--- src/hw/rtl/ugni_pkg.sv ---
`timescale 1ns / 1ps
`default_nettype none

package ugni_pkg;

    // default sizing, handed to the top level parameters
    localparam int MAX_POINTS_DEF    = 4096;
    localparam int MAX_GRID_BITS_DEF = 4;
    localparam int MAX_RESULTS_DEF   = 64;

    // fixed field widths
    localparam int OP_W       = 2;
    localparam int POS_W      = 16;
    localparam int ID_OUT_W   = 12;
    localparam int CFG_IDX_W  = 3;
    localparam int CFG_DATA_W = 16;
    localparam int GB_CFG_W   = 3;

    // configuration reset values
    localparam logic [POS_W-1:0]    INV_CELL_RST  = 16'd4096;
    localparam logic [GB_CFG_W-1:0] GRID_BITS_RST = 3'd4;

    // last step of the shared multiplier sequence
    localparam logic [2:0] MUL_LAST = 3'd6;

    typedef enum logic [OP_W-1:0] {
        OP_CLEAR  = 2'd0,
        OP_INSERT = 2'd1,
        OP_FINAL  = 2'd2,
        OP_QUERY  = 2'd3
    } t_op;

    typedef enum logic [CFG_IDX_W-1:0] {
        CFG_ORG_X     = 3'd0,
        CFG_ORG_Y     = 3'd1,
        CFG_ORG_Z     = 3'd2,
        CFG_INV_X     = 3'd3,
        CFG_INV_Y     = 3'd4,
        CFG_INV_Z     = 3'd5,
        CFG_GRID_BITS = 3'd6
    } t_cfg_idx;

    // multiplier operand selection: three cell coordinates, three ranges
    typedef enum logic [2:0] {
        MS_GX = 3'd0,
        MS_GY = 3'd1,
        MS_GZ = 3'd2,
        MS_RX = 3'd3,
        MS_RY = 3'd4,
        MS_RZ = 3'd5
    } t_mul_sel;

    typedef enum logic [1:0] {
        CS_SWEEP,
        CS_COP,
        CS_WALK
    } t_cell_src;

    typedef enum logic [1:0] {
        CW_NONE,
        CW_ZERO,
        CW_INC,
        CW_PREFIX
    } t_cell_wr;

    typedef enum logic [1:0] {
        SO_HOLD,
        SO_PREFIX,
        SO_COUNT
    } t_sum_op;

    typedef enum logic {
        OK_ACK,
        OK_ID
    } t_out_kind;

    typedef enum logic [4:0] {
        S_IDLE,
        S_ACK,
        S_MUL,
        S_INS,
        S_BND,
        S_BCHK,
        S_C_RD,
        S_C_ACC,
        S_TSET,
        S_E_RD,
        S_E_CELL,
        S_I_RD,
        S_I_OUT,
        S_F_ZERO,
        S_F_CRD,
        S_F_CCELL,
        S_F_CWR,
        S_F_PRD,
        S_F_PWR,
        S_F_SRD,
        S_F_SCELL,
        S_F_SWR
    } t_state;

    typedef struct packed {
        logic      in_rdy;
        logic      clr_all;
        logic      drop_set;
        logic      rdy_set;
        logic      rdy_clr;
        logic      mul_en;
        t_mul_sel  mul_sel;
        logic      cap_en;
        t_mul_sel  cap_sel;
        logic      cop_wr;
        logic      pi_clr;
        logic      pi_inc;
        logic      cop_rd;
        t_cell_src cell_src;
        logic      cell_rd;
        t_cell_wr  cell_wr;
        logic      ids_wr;
        logic      sweep_clr;
        logic      sweep_inc;
        logic      sum_clr;
        t_sum_op   sum_op;
        logic      bnd_en;
        logic      walk_rst;
        logic      walk_adv;
        logic      total_ld;
        logic      i_ld;
        logic      id_rd;
        logic      out_ld;
        t_out_kind out_kind;
    } t_cmd;

    typedef struct packed {
        logic in_valid;
        t_op  in_op;
        logic full;
        logic idx_ready;
        logic pi_done;
        logic sweep_last;
        logic bnd_empty;
        logic walk_done;
        logic sum_zero;
        logic cell_has;
        logic i_next_has;
        logic k_last;
        logic out_free;
    } t_status;

endpackage

`default_nettype wire

--- src/hw/rtl/ugni_ctrl.sv ---
`timescale 1ns / 1ps
`default_nettype none

module ugni_ctrl (
    input  logic              i_clk,
    input  logic              i_rst_n,
    input  ugni_pkg::t_status i_status,
    output ugni_pkg::t_cmd    o_cmd
);
    import ugni_pkg::*;

    t_state     r_state, n_state;
    logic [2:0] r_step, n_step;
    logic       r_isq, n_isq;

    // state register
    always_ff @(posedge i_clk) begin
        if (!i_rst_n) begin
            r_state <= S_IDLE;
            r_step  <= 3'd0;
            r_isq   <= 1'b0;
        end else begin
            r_state <= n_state;
            r_step  <= n_step;
            r_isq   <= n_isq;
        end
    end

    // next state and commands
    always_comb begin
        n_state = r_state;
        n_step  = r_step;
        n_isq   = r_isq;
        o_cmd   = '0;
        unique case (r_state)
            S_IDLE: begin
                o_cmd.in_rdy = 1'b1;
                if (i_status.in_valid) begin
                    unique case (i_status.in_op)
                        OP_CLEAR: begin
                            o_cmd.clr_all = 1'b1;
                            n_state = S_ACK;
                        end
                        OP_INSERT: begin
                            o_cmd.rdy_clr = 1'b1;
                            if (i_status.full) begin
                                o_cmd.drop_set = 1'b1;
                                n_state = S_ACK;
                            end else begin
                                n_step  = 3'd0;
                                n_isq   = 1'b0;
                                n_state = S_MUL;
                            end
                        end
                        OP_FINAL: begin
                            o_cmd.sweep_clr = 1'b1;
                            n_state = S_F_ZERO;
                        end
                        default: begin
                            if (!i_status.idx_ready) begin
                                n_state = S_ACK;
                            end else begin
                                n_step  = 3'd0;
                                n_isq   = 1'b1;
                                n_state = S_MUL;
                            end
                        end
                    endcase
                end
            end
            S_ACK: begin
                if (i_status.out_free) begin
                    o_cmd.out_ld   = 1'b1;
                    o_cmd.out_kind = OK_ACK;
                    n_state = S_IDLE;
                end
            end
            // shared multiplier: issue one product, capture the previous one
            S_MUL: begin
                if (r_step != MUL_LAST) begin
                    o_cmd.mul_en  = 1'b1;
                    o_cmd.mul_sel = t_mul_sel'(r_step);
                end
                if (r_step != 3'd0) begin
                    o_cmd.cap_en  = 1'b1;
                    o_cmd.cap_sel = t_mul_sel'(r_step - 3'd1);
                end
                n_step = r_step + 3'd1;
                if (r_step == MUL_LAST) begin
                    n_state = r_isq ? S_BND : S_INS;
                end
            end
            S_INS: begin
                o_cmd.cop_wr = 1'b1;
                n_state = S_ACK;
            end
            S_BND: begin
                o_cmd.bnd_en  = 1'b1;
                o_cmd.sum_clr = 1'b1;
                n_state = S_BCHK;
            end
            S_BCHK: begin
                n_state = i_status.bnd_empty ? S_ACK : S_C_RD;
            end
            // first pass: count ids in the cube
            S_C_RD: begin
                o_cmd.cell_src = CS_WALK;
                o_cmd.cell_rd  = 1'b1;
                n_state = S_C_ACC;
            end
            S_C_ACC: begin
                o_cmd.sum_op = SO_COUNT;
                if (i_status.walk_done) begin
                    n_state = S_TSET;
                end else begin
                    o_cmd.walk_adv = 1'b1;
                    n_state = S_C_RD;
                end
            end
            S_TSET: begin
                o_cmd.total_ld = 1'b1;
                o_cmd.walk_rst = 1'b1;
                n_state = i_status.sum_zero ? S_ACK : S_E_RD;
            end
            // second pass: emit ids
            S_E_RD: begin
                o_cmd.cell_src = CS_WALK;
                o_cmd.cell_rd  = 1'b1;
                n_state = S_E_CELL;
            end
            S_E_CELL: begin
                if (i_status.cell_has) begin
                    o_cmd.i_ld = 1'b1;
                    n_state = S_I_RD;
                end else begin
                    o_cmd.walk_adv = 1'b1;
                    n_state = S_E_RD;
                end
            end
            S_I_RD: begin
                o_cmd.id_rd = 1'b1;
                n_state = S_I_OUT;
            end
            S_I_OUT: begin
                if (i_status.out_free) begin
                    o_cmd.out_ld   = 1'b1;
                    o_cmd.out_kind = OK_ID;
                    if (i_status.k_last) begin
                        n_state = S_IDLE;
                    end else if (i_status.i_next_has) begin
                        n_state = S_I_RD;
                    end else begin
                        o_cmd.walk_adv = 1'b1;
                        n_state = S_E_RD;
                    end
                end
            end
            // finalize: empty every cell
            S_F_ZERO: begin
                o_cmd.cell_src  = CS_SWEEP;
                o_cmd.cell_wr   = CW_ZERO;
                o_cmd.sweep_inc = 1'b1;
                if (i_status.sweep_last) begin
                    o_cmd.pi_clr = 1'b1;
                    n_state = S_F_CRD;
                end
            end
            // finalize: count points per cell
            S_F_CRD: begin
                if (i_status.pi_done) begin
                    o_cmd.sweep_clr = 1'b1;
                    o_cmd.sum_clr   = 1'b1;
                    n_state = S_F_PRD;
                end else begin
                    o_cmd.cop_rd = 1'b1;
                    n_state = S_F_CCELL;
                end
            end
            S_F_CCELL: begin
                o_cmd.cell_src = CS_COP;
                o_cmd.cell_rd  = 1'b1;
                n_state = S_F_CWR;
            end
            S_F_CWR: begin
                o_cmd.cell_src = CS_COP;
                o_cmd.cell_wr  = CW_INC;
                o_cmd.pi_inc   = 1'b1;
                n_state = S_F_CRD;
            end
            // finalize: running sum into cell ranges
            S_F_PRD: begin
                o_cmd.cell_src = CS_SWEEP;
                o_cmd.cell_rd  = 1'b1;
                n_state = S_F_PWR;
            end
            S_F_PWR: begin
                o_cmd.cell_src  = CS_SWEEP;
                o_cmd.cell_wr   = CW_PREFIX;
                o_cmd.sum_op    = SO_PREFIX;
                o_cmd.sweep_inc = 1'b1;
                if (i_status.sweep_last) begin
                    o_cmd.pi_clr = 1'b1;
                    n_state = S_F_SRD;
                end else begin
                    n_state = S_F_PRD;
                end
            end
            // finalize: scatter ids in insertion order
            S_F_SRD: begin
                if (i_status.pi_done) begin
                    o_cmd.rdy_set = 1'b1;
                    n_state = S_ACK;
                end else begin
                    o_cmd.cop_rd = 1'b1;
                    n_state = S_F_SCELL;
                end
            end
            S_F_SCELL: begin
                o_cmd.cell_src = CS_COP;
                o_cmd.cell_rd  = 1'b1;
                n_state = S_F_SWR;
            end
            S_F_SWR: begin
                o_cmd.cell_src = CS_COP;
                o_cmd.cell_wr  = CW_INC;
                o_cmd.ids_wr   = 1'b1;
                o_cmd.pi_inc   = 1'b1;
                n_state = S_F_SRD;
            end
            default: begin
                n_state = S_IDLE;
            end
        endcase
    end

endmodule

`default_nettype wire

--- config.mk ---
export PLATFORM = sky130hd
export DESIGN_NAME = ugni_ctrl
export DESIGN_NICKNAME = d
export VERILOG_FILES = /design/src/hw/rtl/ugni_pkg.sv /design/src/hw/rtl/ugni_ctrl.sv
export SDC_FILE = /design/constraint.sdc
export NUM_CORES = 1
export LEC_CHECK = 0
export BUFFER_PORTS_ARGS = -buffer_cell sky130_fd_sc_hd__buf_2
export CAP_MARGIN = 20
export CORE_MARGIN = 1.5
export CORE_UTILIZATION = 53
export DETAILED_ROUTE_END_ITERATION = 8
export PLACE_DENSITY = 0.86
export SLEW_MARGIN = 20
export SYNTH_ARGS = -nofsm -noshare
export SYNTH_HDL_FRONTEND = slang
export SYNTH_SLANG_ARGS = --single-unit
--- constraint.sdc ---
create_clock -name i_clk -period 2.7 [get_ports i_clk]
set_input_delay 0.135 -clock i_clk [delete_from_list [all_inputs] [get_ports i_clk]]
set_output_delay 0.135 -clock i_clk [all_outputs]
set_load 0.05 [all_outputs]
After elaboration in Yosys (flattened, before gate mapping)
Cells that the tools add are included.
{"block": "totals", "ff_bits": 9, "in_bits": 16, "out_inout_bits": 36, "elab_cells": 125}
{"block": "classes", "n_addsub": 2, "n_eq_ne": 34, "mux": 70, "n_bitwise": 1, "reduce_logical": 15}
{"op": "one-hot mux 5 bit (22 select lines)", "count": 1}
{"op": "equality test 5 x 4 -> 1 bit (second input constant)", "count": 8}
{"op": "two-way mux 5 bit", "count": 7}
{"op": "two-way mux 1 bit", "count": 31}
{"op": "equality test 5 bit (second input constant)", "count": 6}
{"op": "equality test 5 x 3 -> 1 bit (second input constant)", "count": 4}
{"op": "two-way mux 4 bit", "count": 5}
{"op": "two-way mux 3 bit", "count": 6}
{"op": "two-way mux 2 bit", "count": 8}
{"op": "one-hot mux 5 bit (3 select lines)", "count": 1}
{"op": "AND reduction 5 bit", "count": 3}
{"op": "inequality test 2 bit (second input constant)", "count": 7}
{"op": "one-hot mux 2 bit (2 select lines)", "count": 3}
{"op": "one-hot mux 3 bit (2 select lines)", "count": 2}
{"op": "equality test 5 x 2 -> 1 bit (second input constant)", "count": 2}
{"op": "OR reduction 2 bit", "count": 5}
{"op": "two-way mux 8 bit", "count": 1}
{"op": "inequality test 3 bit (second input constant)", "count": 2}
{"op": "one-hot mux 1 bit (2 select lines)", "count": 3}
{"op": "one-hot mux 2 bit (3 select lines)", "count": 1}
{"op": "equality test 5 x 1 -> 1 bit (second input constant)", "count": 1}
{"op": "zero test 5 bit", "count": 1}
{"op": "OR reduction 5 bit", "count": 1}
{"op": "nonzero test 2 bit", "count": 2}
{"op": "other kinds (11)", "count": 11}

Depth between registers and ports, before layout
Gate-level depths: netlist (run 1).
{"block": "depth", "ltp_word": 5, "depth_mapped": 8, "depth_no_buf": 5}

Least setup slack after synthesis (run 1)
No wires, ideal clock.
{"block": "synth_timing", "path_type": "flip-flop to output port", "from": "register r_state[0]", "to": "output o_cmd[21] in the netlist's numbering", "t_arrival_ps": 2726, "required_time_ps": 2565, "setup_slack_ps": -161, "path_stages_with_launch": 7, "cell_sequence": "dfxtp_1 -> buf_4 -> buf_4 -> buf_2 -> nand3_1 -> o31ai_1 -> and2_1"}
{"element": "start: declaration", "line_no": "ugni_ctrl.sv:12", "rtl": "t_state r_state, n_state;"}
{"element": "start signal: assignment", "line_no": "ugni_ctrl.sv:23", "rtl": "r_state <= n_state;"}
{"element": "end: declaration", "line_no": "ugni_ctrl.sv:8", "rtl": "output ugni_pkg::t_cmd o_cmd"}

==> results of run 1 <==
==> state kept, by name, indices dropped and copies added, names as in the netlist <==
register,count
r_step,3
r_state,5
r_isq,1
==> area by class of cell <==
| cell class | instances | area (sq um) | area share |
|---|---|---|---|
| multi-input combinational | 162 | 1030 | 0.645 |
| clock buffer | 3 | 22.5 | 0.0140 |
| tap | 28 | 35.0 | 0.0218 |
| clock inverter | 1 | 5.00 | 0.00312 |
| sequential | 9 | 180 | 0.112 |
| timing repair buffer | 55 | 285 | 0.178 |
| inverter | 11 | 41.3 | 0.0257 |
==> placed cells by master (no fill, tap or decap), types with 3 or more instances in the layout <==
cell type,instances
buf_2,51
nor2_1,21
nor3_1,17
nand2_1,15
inv_1,11
dfxtp_1,9
o21ai_0,8
a21oi_1,8
and2_1,6
nor3b_1,6
nand3_1,5
o21ai_1,5
nor2b_1,5
ha_1,5
nand2b_1,4
nand3b_1,4
a31oi_1,4
buf_4,4
and3b_1,3
nor3b_2,3
o32ai_1,3
clkbuf_4,3
==> cells in the mapped netlist, types with 3 or more instances <==
cell type and instances:
o21ai_0 8, nor2b_1 5, nand3b_1 4, o32ai_1 3, buf_2 7, a31oi_1 4
nor3_1 17, o21ai_1 5, and3b_1 3, nor2_1 21, a21oi_1 8, dfxtp_1 9
ha_1 5, inv_1 11, buf_4 5, nand2b_1 4, and2_1 6, nor3b_1 7
nand2_1 15, nand3_1 5
==> logic make-up after synthesis <==
| kind of cell | Yosys count | share of synthesized area |
|---|---|---|
| buffers and inverters | 25 | 0.0966 |
| adders and majority gates | 5 | 0.0469 |
| DFF | 9 | 0.135 |
| and+or+nand+nor | 107 | 0.462 |
| xor gates and xnor gates | 3 | 0.0197 |
| muxes | 2 | 0.0150 |
| AOI/OAI and AO/OA | 45 | 0.224 |
==> metrics by stage <==
step           utilization  cell area (sq um)  total power, uW  setup WS (ns)
6_report             0.698               1600             1200          0.415
5_1_grt              0.698               1600             1280          0.244
4_1_cts              0.698               1600             1180          0.433
3_5_place_dp         0.686               1580             1080          0.527
3_3_place_gp         0.686               1580             1070          0.629
2_1_floorplan            -               1340              920          0.124
==> worst max-delay path, stage by stage, from the launching register on <==
cell and delay, ns:
dfxtp_1 0.85, and2b_4 0.32, nand2_1 0.11, inv_1 0.09
or2_2 0.29, buf_2 0.21
==> worst max path at each step <==
stage	start	endpoint	slack [ns]
after global placement	r_state[0]	r_state[1]	0.63
after CTS	r_state[4]	o_cmd[27]	0.43
after global routing	r_state[0]	o_cmd[5]	0.24
after detailed placement	r_state[0]	r_state[1]	0.53
after floorplan	r_state[3]	o_cmd[15]	0.12
final	r_state[0]	o_cmd[15]	0.42
==> where the power goes <==
part,switching (uW),total [uW],internal [uW]
clock,54.6,109,54.9
combinational,563,841,278
sequential,90.9,249,158
total,708,1200,491
==> metal layers <==
metal / up-vias / share of wire / track usage
li1: 789 / - / -
met1: 735 / 0.43 / 0.383
met2: 84 / 0.45 / 0.450
met3: 10 / 0.094 / 0.0593
met4: 0 / 0.018 / 0.103
met5: - / 0 / 0
==> summary.txt, run 1 <==
STA
  • Actual slew at the worst max-slew pin: 0.813 ns
  • Max_slew headroom: 0.457
  • Period utilization: 0.846
  • Min Tclk post-route: between 2 and 2.5 ns
  • Max-slew violations: 0
  • Final Hold Viols: 0
  • RSZ-0062 raised after global routing: no
  • Final setup vio count: 0
  • Fmax: 438 MHz
  • Setup TNS: 0 ns
  • Final Hold Slack: 0.170 ns
  • Worst Skew: 0.0116 ns

Worst hold path
  • Hold Crit Depth: 2
  • Hold path endpoint: r_state[4]
  • Hold Crit Start: i_rst_n
  • Min-delay worst type: in2reg

Yosys
  • Mapped cell area: 1330 sq um
  • Top cell type by total area after synthesis: dfxtp_1
  • Sequential area share after synthesis: 0.135
  • Top_reg_cell synth: dfxtp_1
  • YS warnings: 0
  • Asr flop ratio synth: 0
  • Syn Nets: 217
  • Post-synth EDFFs: 0
  • Synth top area cells: dfxtp_1 (14%), nor3_1 (6.4%), nor2_1 (5.9%), ha_1 (4.7%), nand2_1 (4.2%)
  • Library cells used by synthesis: 55
  • Syn_area_per_cell: around 6.8 sq um
  • Gate Count Post-Synth: 196
  • Top-area cell type share of the netlist area: 0.135
  • Yosys reg bits: 9

GRT
  • Initial antenna violation count: 0
  • Gr usage total: 0.286
  • Vias in the first global route: 1334
  • Grt total ovfl: 0
  • First-pass GRT wire length: 5.95 mm
  • Largest net degree at the start of global routing: 26

Worst setup path
  • Crit-path max FO: 25
  • Crit end category: output port
  • Required time worst endpoint: 2.57 ns
  • R2r endpoint: r_state[1]
  • Reg-to-Reg Start: r_state[0]
  • R2R depth: 4
  • Startpoint Class: flip-flop
  • CP Class: reg2out
  • CP arrival: 2.15 ns
  • Reg2Reg Setup Slack: 0.48 ns

Pwr
  • LEAKAGE: 0.000775 uW
  • Power Dens Cells: between 700 and 800 nW/um^2
  • Peak VDD IR: 0.000654 V

Floorplan
  • Core Area: roughly 2300 sq um
  • Die W: 53.2 um
  • Die ar.: 2830 sq um
  • Die Ht: between 50 and 60 um
  • Initial Util: 0.581
  • # IOs: 52
  • FP Rows: 17

Clock tree
  • Worst skew pair latency: 0.28 ns
  • TritonCTS Buffers: 3
  • Hold buffers post-CTS: 0
  • Post CTS Setup Buffer Count: 0
  • Clock sink total: 9
  • Post-cts sizing count: 0
  • Root buffer cell: clkbuf_4
  • CTS HTree Levels: 1
  • TritonCTS clock tree: yes
  • CTS max path bufs: 2
  • Worst-path clk slew: 0.07 ns

Layout
  • Final layout net count: 263
  • Final non-filler cell total: between 200 and 300
  • P&R area growth vs syn: 20.3%
  • N_diodes: 0
  • Layout cells sized above 1: 0.295
  • Filler cell count: 213

Routing
  • ANT nets after route: 0
  • Detailed Route WL: 3.80 mm
  • Via density: 6.01
  • Drt first pass iters: 4
  • Initial DRC count: 50
  • DR WL/cell: 14.1 um
  • Vias: 1618
  • Drc violations: 0

Flow run
  • Max-cap viol count: 0

Run status
  • Outcome: finished clean

Placement
  • Placed cell count: 265
  • Final estimated routing congestion in global placement: slightly below 1
  • IO buf count: 51
  • Dpl hpwl: slightly below 3 mm
(Power assumes the default switching activity.)
==> inputs of run 2 (changes only) <==
--- a/config.mk
+++ b/config.mk
@@ -8,9 +8,9 @@
 export BUFFER_PORTS_ARGS = -buffer_cell sky130_fd_sc_hd__buf_2
 export CAP_MARGIN = 20
 export CORE_MARGIN = 1.5
-export CORE_UTILIZATION = 53
+export CORE_UTILIZATION = 49
 export DETAILED_ROUTE_END_ITERATION = 8
-export PLACE_DENSITY = 0.86
+export PLACE_DENSITY = 0.8
 export SLEW_MARGIN = 20
 export SYNTH_ARGS = -nofsm -noshare
 export SYNTH_HDL_FRONTEND = slang
==> constraint.sdc (replaced) <==
create_clock -name i_clk -period 2.2 [get_ports i_clk]
set_input_delay 0.11 -clock i_clk [delete_from_list [all_inputs] [get_ports i_clk]]
set_output_delay 0.11 -clock i_clk [all_outputs]
set_load 0.05 [all_outputs]
==> run 2 against run 1 <==
Cell count is 2.6% higher. Worst setup slack got worse by 0.29 ns. Non-clock buffer count is 5 higher. Die area is 7.7% higher. Sequential power rose by 14%. Clock skew down 0.0068 ns. Sequential share of layout area fell by 0.25 points. Largest cell class unchanged. Largest power group unchanged.
==> summary.txt, run 2 (same netlist as run 1, synthesis figures left out) <==
Run status
  • Outcome: finished clean

Worst setup path
  • Startpoint Class: flip-flop
  • CP arrival: 1.96 ns
  • Crit end category: output port
  • Crit-path max FO: 22
  • CP Class: reg2out
  • Required time worst endpoint: ~2.1 ns

STA
  • RSZ-0062 raised after global routing: no
  • Period utilization: 0.943
  • Final Hold Viols: 0
  • Actual slew at the worst max-slew pin: approximately 0.45 ns
  • Max_slew headroom: 0.698
  • Worst Skew: 0.00476 ns
  • Fmax: a little under 500 MHz
  • Final Hold Slack: 0.156 ns
  • Min setup slack post-route: 0.125 ns
  • Final setup vio count: 0
  • Setup TNS: 0 ns
  • Max-slew violations: 0
  • Min Tclk post-route: 2.07 ns

Clock tree
  • TritonCTS Buffers: 3
  • CTS max path bufs: 2
  • Root buffer cell: clkbuf_4
  • Clock sink total: 9
  • Worst skew pair latency: 0.26 ns
  • Worst-path clk slew: 0.06 ns
  • TritonCTS clock tree: yes
  • CTS HTree Levels: 1

Floorplan
  • Die Ht: 55.2 um
  • # IOs: 52
  • Die ar.: 3040 sq um
  • FP Rows: 18
  • Die W: 55.2 um
  • Initial Util: 0.529
  • Core Area: 2520 sq um

Layout
  • Layout cells sized above 1: 0.325
  • P&R area growth vs syn: 25.6%
  • N_diodes: 0
  • Most frequent cells in the layout: buf_2 (51), nor2_1 (21), nand2_1 (15), nor3_1 (15), inv_1 (11)
  • Largest regs: r_state x5, r_step x3, r_isq x1
  • Final layout net count: 268
  • Commonest non-fill, non-tap cell in the layout: buf_2
  • Number of flip-flops in the largest register: 5
  • Largest register by flop count: r_state
  • Filler cell count: 253
  • Sequential cell area: 184 sq um
  • Final Instance Area: 1680 sq um
  • Footprint of the multi-input gates: between 1000 and 1500 sq um

Pwr
  • Switching share of power: 0.578
  • LEAKAGE: 0.000809 uW
  • Seq pwr share: 0.186
  • Peak VDD IR: between 0.0006 and 0.0007 V
  • Int Pwr: approximately 640 uW
  • Part of the power in combinational logic: 0.731
  • Sw Pwr: just under 900 uW
  • Clk pwr share: 0.082
  • Power Dens Cells: 908 nW/um^2

Routing
  • Drc violations: 0
  • Initial DRC count: 47
  • Detailed Route WL: 4.06 mm
  • DR WL/cell: 14.7 um
  • Via density: roughly 6
  • Vias: ~1700
  • ANT nets after route: 0
  • Drt first pass iters: 4

Placement
  • Final estimated routing congestion in global placement: 0.974
  • Placed Instance Area: approximately 1600 sq um
  • Place WS: 0.243 ns
  • Dpl hpwl: 3.15 mm
  • IO buf count: 51

Flow run
  • Max-cap viol count: 0

GRT
  • Grt total ovfl: 0
  • Vias in the first global route: 1348
  • Gr usage total: 0.276
  • First-pass GRT wire length: 6.05 mm
  • Largest net degree at the start of global routing: 23
  • Initial antenna violation count: 0

Worst hold path
  • Min-delay worst type: in2reg
run 2: layout make-up:
type,instances,area share
clock buffer,4,0.0157
sequential,9,0.110
inverter,11,0.0246
timing repair buffer,60,0.200
multi-input combinational,162,0.627
tap,30,0.0224
run 2: per-layer routing:
| layer | up-vias | GRT usage | routed length [um] |
|---|---|---|---|
| met3 | 8 | 0.0618 | 436 |
| met1 | 751 | 0.372 | 1690 |
| met2 | 96 | 0.440 | 1860 |
| met4 | 0 | 0.0772 | 70 |
| li1 | 806 | - | - |
| met5 | - | 0 | 0 |
run 2: worst max-delay path, stage by stage (launching register included):
cell     delay, ns
dfxtp_1       0.42
buf_12        0.21
and2b_4       0.31
nand2_2       0.11
a21oi_2       0.25
and2_1        0.16
buf_2         0.25
run 2: metrics by stage:
step | std cells | utilization | power (uW)
6_report | 276 | 0.664 | 1520
5_1_grt | 276 | 0.664 | 1630
4_1_cts | 276 | 0.663 | 1500
3_5_place_dp | 272 | 0.650 | 1370
3_3_place_gp | 272 | 0.650 | 1360
2_1_floorplan | 196 | - | 1140
run 2: final timing paths:
| path | startpoint | end | slack, ns | cells past startpoint |
|---|---|---|---|---|
| worst max-delay path | r_state[0] | o_cmd[27] | 0.13 | 6 |
| worst min-delay path | i_rst_n | r_state[4] | 0.16 | 2 |
| worst max register to register | r_state[0] | r_state[0] | 0.34 | 6 |
| worst min register to register | r_step[1] | r_step[1] | 0.55 | 2 |
run 2: repair_timing:
item                                    CTS  global route
endpoints found under the setup margin    1             6
resized for setup                         1             3
buffers inserted                          0             0
hold buffers                              0             0
run 2: power by group through the flow:
stage | clock [uW] | sequential, uW | combinational, uW
2_1_floorplan | 0 | 224 | 914
5_1_grt | 139 | 289 | 1200
4_1_cts | 128 | 276 | 1100
3_3_place_gp | 0 | 277 | 1080
6_report | 125 | 284 | 1110
3_5_place_dp | 0 | 277 | 1090
==> inputs of run 3 (changes only) <==
--- a/config.mk
+++ b/config.mk
@@ -5,10 +5,11 @@
 export SDC_FILE = /design/constraint.sdc
 export NUM_CORES = 1
 export LEC_CHECK = 0
+export ABC_AREA = 1
 export BUFFER_PORTS_ARGS = -buffer_cell sky130_fd_sc_hd__buf_2
 export CAP_MARGIN = 20
 export CORE_MARGIN = 1.5
-export CORE_UTILIZATION = 49
+export CORE_UTILIZATION = 47
 export DETAILED_ROUTE_END_ITERATION = 8
 export PLACE_DENSITY = 0.8
 export SLEW_MARGIN = 20
==> run 3 against run 2 <==
Clock skew down 0.0044 ns. First-iteration DRC count up 11%. Cell area down 11%. Highest routed layer unchanged. Largest cell class unchanged.
==> summary.txt, run 3 <==
Yosys
  • Xor and xnor area share after synthesis: 0.00743
  • Top-area cell type share of the netlist area: 0.182
  • Post-synthesis mux area share: 0
  • Top cell type by total area after synthesis: nand2_1
  • Count leader, synth: nand2_1
  • Syn_area_per_cell: approximately 5.6 sq um
  • Asr flop ratio synth: 0
  • Synth top cells by count: nand2_1 (57), inv_1 (34), nor2_1 (29)
  • Adder-cell share of the synthesized area: 0.0531
  • Mapped cell area: 1180 sq um
  • Post-synth EDFFs: 0
  • Top_reg_cell synth: dfxtp_1
  • Synth top area cells: nand2_1 (18%), dfxtp_1 (15%), inv_1 (11%), nor2_1 (9.2%), nand3_1 (6.8%)
  • Library cells used by synthesis: 28
  • Gate Count Post-Synth: 212
  • YS warnings: 0
  • Simple-gate share of the synthesized area: 0.512
  • Sequential area share after synthesis: 0.153
  • Largest family of logic cells by synthesized area: simple AND/OR/NAND/NOR gates
  • Yosys reg bits: 9
  • Syn Nets: 233
  • Synth Area in Compound Gates: 0.128

Layout
  • Commonest non-fill, non-tap cell in the layout: nand2_1
  • Largest register by flop count: r_state
  • Layout cells sized above 1: 0.306
  • Final layout net count: 287
  • Number of flip-flops in the largest register: 5
  • Most frequent cells in the layout: nand2_1 (57), buf_2 (51), inv_1 (34), nor2_1 (29), nand3_1 (16)
  • Final core occ: 0.647
  • Largest regs: r_state x5, r_step x3, r_isq x1
  • Final non-filler cell total: 293
  • N_diodes: 0
  • P&R area growth vs syn: 26.0%

Worst setup path
  • CP Class: reg2out
  • Startpoint Class: flip-flop
  • CP Buf/Inv Count: 3
  • CP arrival: 1.74 ns
  • Max incr delay on CP: approximately 0.44 ns
  • Crit end category: output port
  • Crit path max-delay family: simple AND/OR/NAND/NOR gates
  • Reg2Reg Setup Slack: 0.65 ns
  • Required time worst endpoint: 2.09 ns
  • Critical-path cell list: inv_2 -> nor2_4 -> nand3_1 -> o21ai_1 -> inv_1 -> nand2_1 -> buf_2
  • Crit-path max FO: 9
  • Slowest cell on the critical path: dfxtp_1

Floorplan
  • # IOs: 52
  • FP Rows: 17
  • Initial Util: 0.513
  • Die W: approximately 53 um
  • Die ar.: 2820 sq um
  • Die Ht: 53.1 um
  • Core Area: ~2300 sq um

Clock tree
  • Hold buffers post-CTS: 0
  • Worst skew pair latency: 0.26 ns
  • TritonCTS clock tree: yes
  • CTS max path bufs: 2
  • Clock sink total: 9
  • Worst-path clk slew: ~0.06 ns
  • Root buffer cell: clkbuf_4
  • Post-cts sizing count: 0
  • Post CTS Setup Buffer Count: 0
  • TritonCTS Buffers: 3
  • CTS HTree Levels: 1

Routing
  • Detailed Route WL: 3.14 mm
  • Initial DRC count: 52
  • DR WL/cell: ~11 um
  • Drt first pass iters: 4
  • ANT nets after route: 0
  • Drc violations: 0
  • Vias: 1456
  • Via density: about 5

STA
  • Setup TNS: 0 ns
  • Worst Skew: 0.000373 ns
  • Min Tclk post-route: 1.85 ns
  • Max-slew violations: 0
  • Final setup vio count: 0
  • Period utilization: 0.842
  • Final Hold Viols: 0
  • Max_slew headroom: 0.762
  • Fmax: 540 MHz
  • Actual slew at the worst max-slew pin: 0.357 ns
  • RSZ-0062 raised after global routing: no

GRT
  • First-pass GRT wire length: 5.09 mm
  • Initial antenna violation count: 0
  • Grt total ovfl: 0
  • Gr usage total: 0.240
  • Largest net degree at the start of global routing: 11
  • Vias in the first global route: 1188

Placement
  • Dpl hpwl: roughly 2.6 mm
  • IO buf count: 51
  • Placed cell count: 289
  • Final estimated routing congestion in global placement: 0.978

Run status
  • Outcome: finished clean

Flow run
  • Max-cap viol count: 0

Pwr
  • LEAKAGE: 0.000959 uW
  • Power Dens Cells: 1140 nW/um^2
  • Peak VDD IR: 0.00100 V

Worst hold path
  • Min-delay worst type: in2reg
run 3: power breakdown:
part	internal, uW	switching [uW]
logic	337	958
registers	206	58.3
clock network	69.9	57.7
run 3: path summary, 6_finish.rpt:
path,from,to,depth (start not counted)
worst max-delay path,r_state[2],o_cmd[15],7
worst min-delay path,i_status[12],r_isq,3
worst max register to register,r_state[4],r_step[2],8
worst min register to register,r_step[0],r_step[0],2
run 3: worst register-to-register path: stages (launching register included):
cell and delay, ns:
dfxtp_1 0.53, inv_2 0.14, nand2_2 0.18, nor2_8 0.06, nand2_2 0.10, nor2_2 0.06
nor2_1 0.20, nand2_1 0.09, a21oi_1 0.12
run 3: kinds of logic (layout without fill, tap and decap cells):
| family | after synthesis | in the layout |
|---|---|---|
| AO/OA/AOI/OAI | 26 | 26 |
| XOR/XNOR | 1 | 1 |
| adder cells (fa/ha/maj) | 5 | 5 |
| buffers and inverters | 44 | 97 |
| flip-flops | 9 | 9 |
| AND/OR/NAND/NOR | 127 | 127 |
run 3: stage by stage:
step	worst slack [ns]	area, sq um	power (uW)	hold WS [ns]
CTS	0.346	1490	1690	0.160
global placement	0.642	1460	1550	0.438
global route	0.182	1490	1830	0.193
floorplan	0.00598	1180	1310	0.288
detailed placement	0.629	1460	1550	0.440
finish	0.348	1490	1690	0.164
run 3: layout make-up:
class                      instances  area, sq um
sequential                         9          180
timing repair buffer              51          255
inverter                          42          158
multi-input combinational        159          831
fill                             258          812
clock buffer                       4         26.3
tap                               28         35.0
run 3: per-layer routing:
metal / GRT usage / part of all wire
met4: 0.0256 / 0.0054
met1: 0.338 / 0.48
met2: 0.388 / 0.43
met5: 0 / 0
met3: 0.0480 / 0.082
